==> src/rtl/aarm_pkg.sv <==
package aarm_pkg;

  // Widths of the CORDIC datapath (Q30 sine/cosine with headroom)
  localparam int XW = 33;
  localparam int ZW = 33;
  localparam int AW = 16;

  // CORDIC gain 0.60725293500888 in Q30
  localparam logic signed [XW-1:0] GAIN_Q30 = 33'sd652032874;

  typedef struct packed {
    logic signed [XW-1:0] x;
    logic signed [XW-1:0] y;
    logic signed [ZW-1:0] z;
    logic signed [AW-1:0] ax;
    logic signed [AW-1:0] ay;
    logic signed [AW-1:0] az;
    logic                 flip;
  } cdc_t;

  // Arctangent of 2^-i, full turn = 2^32
  function automatic logic [31:0] atan_val(input int unsigned idx);
    logic [31:0] v;
    unique case (idx)
      0:  v = 32'h20000000;
      1:  v = 32'h12E4051E;
      2:  v = 32'h09FB385B;
      3:  v = 32'h051111D4;
      4:  v = 32'h028B0D43;
      5:  v = 32'h0145D7E1;
      6:  v = 32'h00A2F61E;
      7:  v = 32'h00517C55;
      8:  v = 32'h0028BE53;
      9:  v = 32'h00145F2F;
      10: v = 32'h000A2F98;
      11: v = 32'h000517CC;
      12: v = 32'h00028BE6;
      13: v = 32'h000145F3;
      14: v = 32'h0000A2FA;
      15: v = 32'h0000517D;
      16: v = 32'h000028BE;
      17: v = 32'h0000145F;
      18: v = 32'h00000A30;
      19: v = 32'h00000518;
      20: v = 32'h0000028C;
      21: v = 32'h00000146;
      22: v = 32'h000000A3;
      23: v = 32'h00000051;
      24: v = 32'h00000029;
      25: v = 32'h00000014;
      26: v = 32'h0000000A;
      27: v = 32'h00000005;
      28: v = 32'h00000003;
      29: v = 32'h00000001;
      30: v = 32'h00000001;
      default: v = 32'h00000000;
    endcase
    return v;
  endfunction

endpackage

==> src/rtl/aarm_cordic_cell.sv <==
module aarm_cordic_cell #(
  parameter int STAGE = 0
) (
  input  logic                clk,
  input  logic                rst_n,
  input  logic                en,
  input  logic                in_valid,
  input  aarm_pkg::cdc_t      in_d,
  output logic                out_valid,
  output aarm_pkg::cdc_t      out_d
);

  localparam logic signed [aarm_pkg::ZW-1:0] ANG =
    $signed({1'b0, aarm_pkg::atan_val(STAGE)});

  logic                      valid_r;
  aarm_pkg::cdc_t            d_r;
  aarm_pkg::cdc_t            d_nxt;
  logic signed [aarm_pkg::XW-1:0] dx;
  logic signed [aarm_pkg::XW-1:0] dy;

  always_comb begin
    dx    = in_d.y >>> STAGE;
    dy    = in_d.x >>> STAGE;
    d_nxt = in_d;
    // rotate toward zero residual angle
    if (!in_d.z[aarm_pkg::ZW-1]) begin
      d_nxt.x = in_d.x - dx;
      d_nxt.y = in_d.y + dy;
      d_nxt.z = in_d.z - ANG;
    end else begin
      d_nxt.x = in_d.x + dx;
      d_nxt.y = in_d.y - dy;
      d_nxt.z = in_d.z + ANG;
    end
  end

  always_ff @(posedge clk) begin
    if (!rst_n) begin
      valid_r <= 1'b0;
    end else if (en) begin
      valid_r <= in_valid;
    end
  end

  always_ff @(posedge clk) begin
    if (en) begin
      d_r <= d_nxt;
    end
  end

  assign out_valid = valid_r;
  assign out_d     = d_r;

endmodule

==> config.mk <==
export PLATFORM = sky130hd
export DESIGN_NAME = aarm_cordic_cell
export DESIGN_NICKNAME = d
export VERILOG_FILES = /design/src/rtl/aarm_pkg.sv /design/src/rtl/aarm_cordic_cell.sv
export SDC_FILE = /design/constraint.sdc
export NUM_CORES = 1
export LEC_CHECK = 0
export ABC_AREA = 1
export BUFFER_PORTS_ARGS = -buffer_cell sky130_fd_sc_hd__clkbuf_2
export CORE_ASPECT_RATIO = 1.75
export CORE_UTILIZATION = 26
export CTS_CLUSTER_SIZE = 14
export DETAILED_ROUTE_END_ITERATION = 12
export GPL_TIMING_DRIVEN = 0
export PLACE_DENSITY_LB_ADDON = 0.12
export SYNTH_ARGS = -nofsm -noshare
export SYNTH_HDL_FRONTEND = slang
export SYNTH_SLANG_ARGS = --single-unit
export TNS_END_PERCENT = 10
==> constraint.sdc <==
create_clock -name clk -period 2.8 [get_ports clk]
set_clock_uncertainty 0.1 [all_clocks]
set_input_delay 0.14 -clock clk [delete_from_list [all_inputs] [get_ports clk]]
set_output_delay 0.14 -clock clk [all_outputs]
set_load 0.1 [all_outputs]
==> results.toml <==
[detailed_routing]
route.vias.total = 12488
drtAntennaViolNets = 0
drtIter0Drc = 699
drt_wl_total_um = 49500
drc = 20
via_per_inst = 4.51
wl_per_cell_um = 17.9
drtPass1Iterations = 9

[synthesis]
synth.avg_cell_area_um2 = 6.93
ys_warn_count = 0
synthCells = 1771
syn-num-nets = 2025
netlist_area_um2 = 12300
yosysSeqAreaShare_pct = 36.1
synth-edff-count = 147
synth.distinct_cells = 38
ys.flop_type = "edfxtp_1"
synth-seq-cells = 148
ys_async_sr_fraction_pct = 0

[sta]
maxSlewViolCount = 0
setup_violations = 0
finalCritPeriodShare_pct = 84.5
hold_slack_ns = 0.0233
tightest_slew_ns = 1.06
slew_headroom_pct = 29.5
min_period_ns = 2.36
layout_setup_ws_ns = 0.435
setup_tns_ns = 0
hold_viol_final = 0
rsz0062_at_grt = "false"
timing.fmax_mhz = 423

[floorplan]
ioPinCount = 301
core-area_um2 = 46800
initial_core_util_pct = 26.2
die_height_um = 289
die_x_um = 166
num_rows = 105
dieArea_um2 = 48100

[power_and_ir_drop]
ir_drop_mv = 0.425
leakagePower_nw = 8.53
power_switching_mw = 4.38
internal_power_mw = 4.72
power.total_mw = 9.10
seqPwrFrac_pct = 30.7
p_sw_share_pct = 48.1
power_frac_comb_pct = 45.1
clkPwrFrac_pct = 24.2
power_density_nw_per_um2 = 572

[min_path]
holdCritPathClass = "primary input to register"

[cts]
tritoncts = "built"
htreeDepth = 4
clock_latency_ns = 0.43
clk_pin_slew_ns = 0.07
clockBufferDepth = 2
cts-resized-gates = 0
clock-sinks = 148
cts_buffers = 17
root_buffer = "clkbuf_16"

[global_routing]
grt_use_met3_pct = 2.23
grt_pass1_wl_um = 72300
busiest_layer = "met2"
overflow = 0
use_met2_pct = 43.2
grt_pass1_vias = 12561
antenna_found_initial = 0
use_met1_pct = 17.9
grt.total_usage_pct = 20.4
grt_max_degree = 101

[placement]
dpl.hpwl_um = 41800
gp_congestion = 0.916
pre_cts_ws_ns = 0.0204
io_buffers = 299

[critical_path]
cp.arrival_ns = 2.45
end_kind = "register"
critPathKind = "primary input to register"
cp_max_fo = 4
crit_required_ns = 2.88
start_kind = "primary input"

[outcome]
violations = "design-rule violations"
status = "finished with violations"

[layout]
fin_nets = 2426
final_common_cell = "nand2_1"
area_growth_pct = 29.6
n_fill_cell = 5137
diodes = 0
final_core_util_pct = 34.0
final_cell_mix = "nand2_1, inv_1, clkbuf_2, nand3_1, edfxtp_1"
drive_gt1_share_pct = 18.5

[run]
max_cap_violations = 0
power by group through the flow:
stage / logic, mW / clock network [mW] / registers, mW
after detailed placement: 4.03 / 0 / 2.84
final: 4.10 / 2.20 / 2.79
after global placement: 4.01 / 0 / 2.85
after global routing: 4.36 / 2.35 / 2.82
after floorplan: 1.26 / 0 / 4.56
after CTS: 4.14 / 2.28 / 2.80
cells by family after synthesis:
kind of cell | after synthesis | share of synthesized area (%)
AO/OA/AOI/OAI | 138 | 6.11
flip-flops | 148 | 36.1
AND/OR/NAND/NOR | 964 | 32.6
adder cells (fa/ha/maj) | 102 | 10.6
XOR/XNOR | 25 | 1.78
buffers and inverters | 394 | 12.7
critical path, cell delays in order:
cell and delay (ns):
clkbuf_2 0.11, inv_1 0.05, ha_1 0.23, fa_1 0.39, inv_1 0.25, nand2_1 0.12
nand2_1 0.14, nand2_1 0.07, nand2_1 0.11, nand2_1 0.06, nand2_1 0.25, xor2_1 0.17
nand2_1 0.06, o21ai_1 0.30
per-stage QoR:
step	cell area, µm²	std cells
2_1_floorplan	12300	1771
3_3_place_gp	14500	2658
3_5_place_dp	14500	2659
4_1_cts	15900	2772
5_1_grt	15900	2772
6_report	15900	2772
sequential cells by signal, indices dropped and copies added, names as in the netlist:
name	cells
out_d	147
out_valid	1
layout make-up:
cell class / instances / area [µm²] / share of cell area (%)
Multi-Input combinational cell: 1229 / 6270 / 39.4
Inverter: 350 / 1310 / 8.26
Clock inverter: 14 / 115 / 0.724
Timing Repair Buffer: 382 / 2350 / 14.8
Clock buffer: 17 / 425 / 2.68
Tap cell: 588 / 736 / 4.63
Sequential cell: 148 / 4430 / 27.9
Buffer: 44 / 249 / 1.57
metal layers:
metal | vias up | wire (µm)
li1 | 6317 | -
met1 | 5758 | 16300
met2 | 321 | 28700
met3 | 92 | 1580
met4 | 0 | 2970
met5 | - | 0
repair_timing:
item | CTS | global route
buffers inserted | 0 | 0
endpoints found under the hold margin | 81 | 0
hold buffers | 82 | 0
path summary, 6_finish.rpt:
check / startpoint / to / slack, ns / cells after the start
worst min-delay path: in_d[115] / out_d[115]$_DFFE_PP_ / 0.02 / 3
worst max register to register: out_valid$_SDFFE_PN0P_ / out_valid$_SDFFE_PN0P_ / 1.49 / 3
worst min register to register: out_valid$_SDFFE_PN0P_ / out_valid$_SDFFE_PN0P_ / 1.00 / 3
worst max-delay path: in_d[82] / out_d[98]$_DFFE_PP_ / 0.44 / 14
synthesized netlist by cell type (3+ instances only):
cell type,n,share of area [%]
inv_1,338,10
buf_2,16,0.65
o22ai_1,4,0.20
nor2_2,11,0.56
ha_1,98,10
nor3_2,3,0.24
a21oi_1,73,3.0
nand2_1,641,20
o21ai_0,33,1.3
fa_1,4,0.65
nor3_1,6,0.24
buf_4,15,0.92
o21bai_1,12,0.73
nand2_2,13,0.66
inv_2,10,0.31
nor2_1,106,3.2
clkbuf_1,11,0.34
nand4_1,16,0.82
o21ai_1,5,0.20
nand3_1,161,6.6
a31oi_1,4,0.20
xor2_1,25,1.8
edfxtp_1,147,36
(Power assumes the default switching activity.)
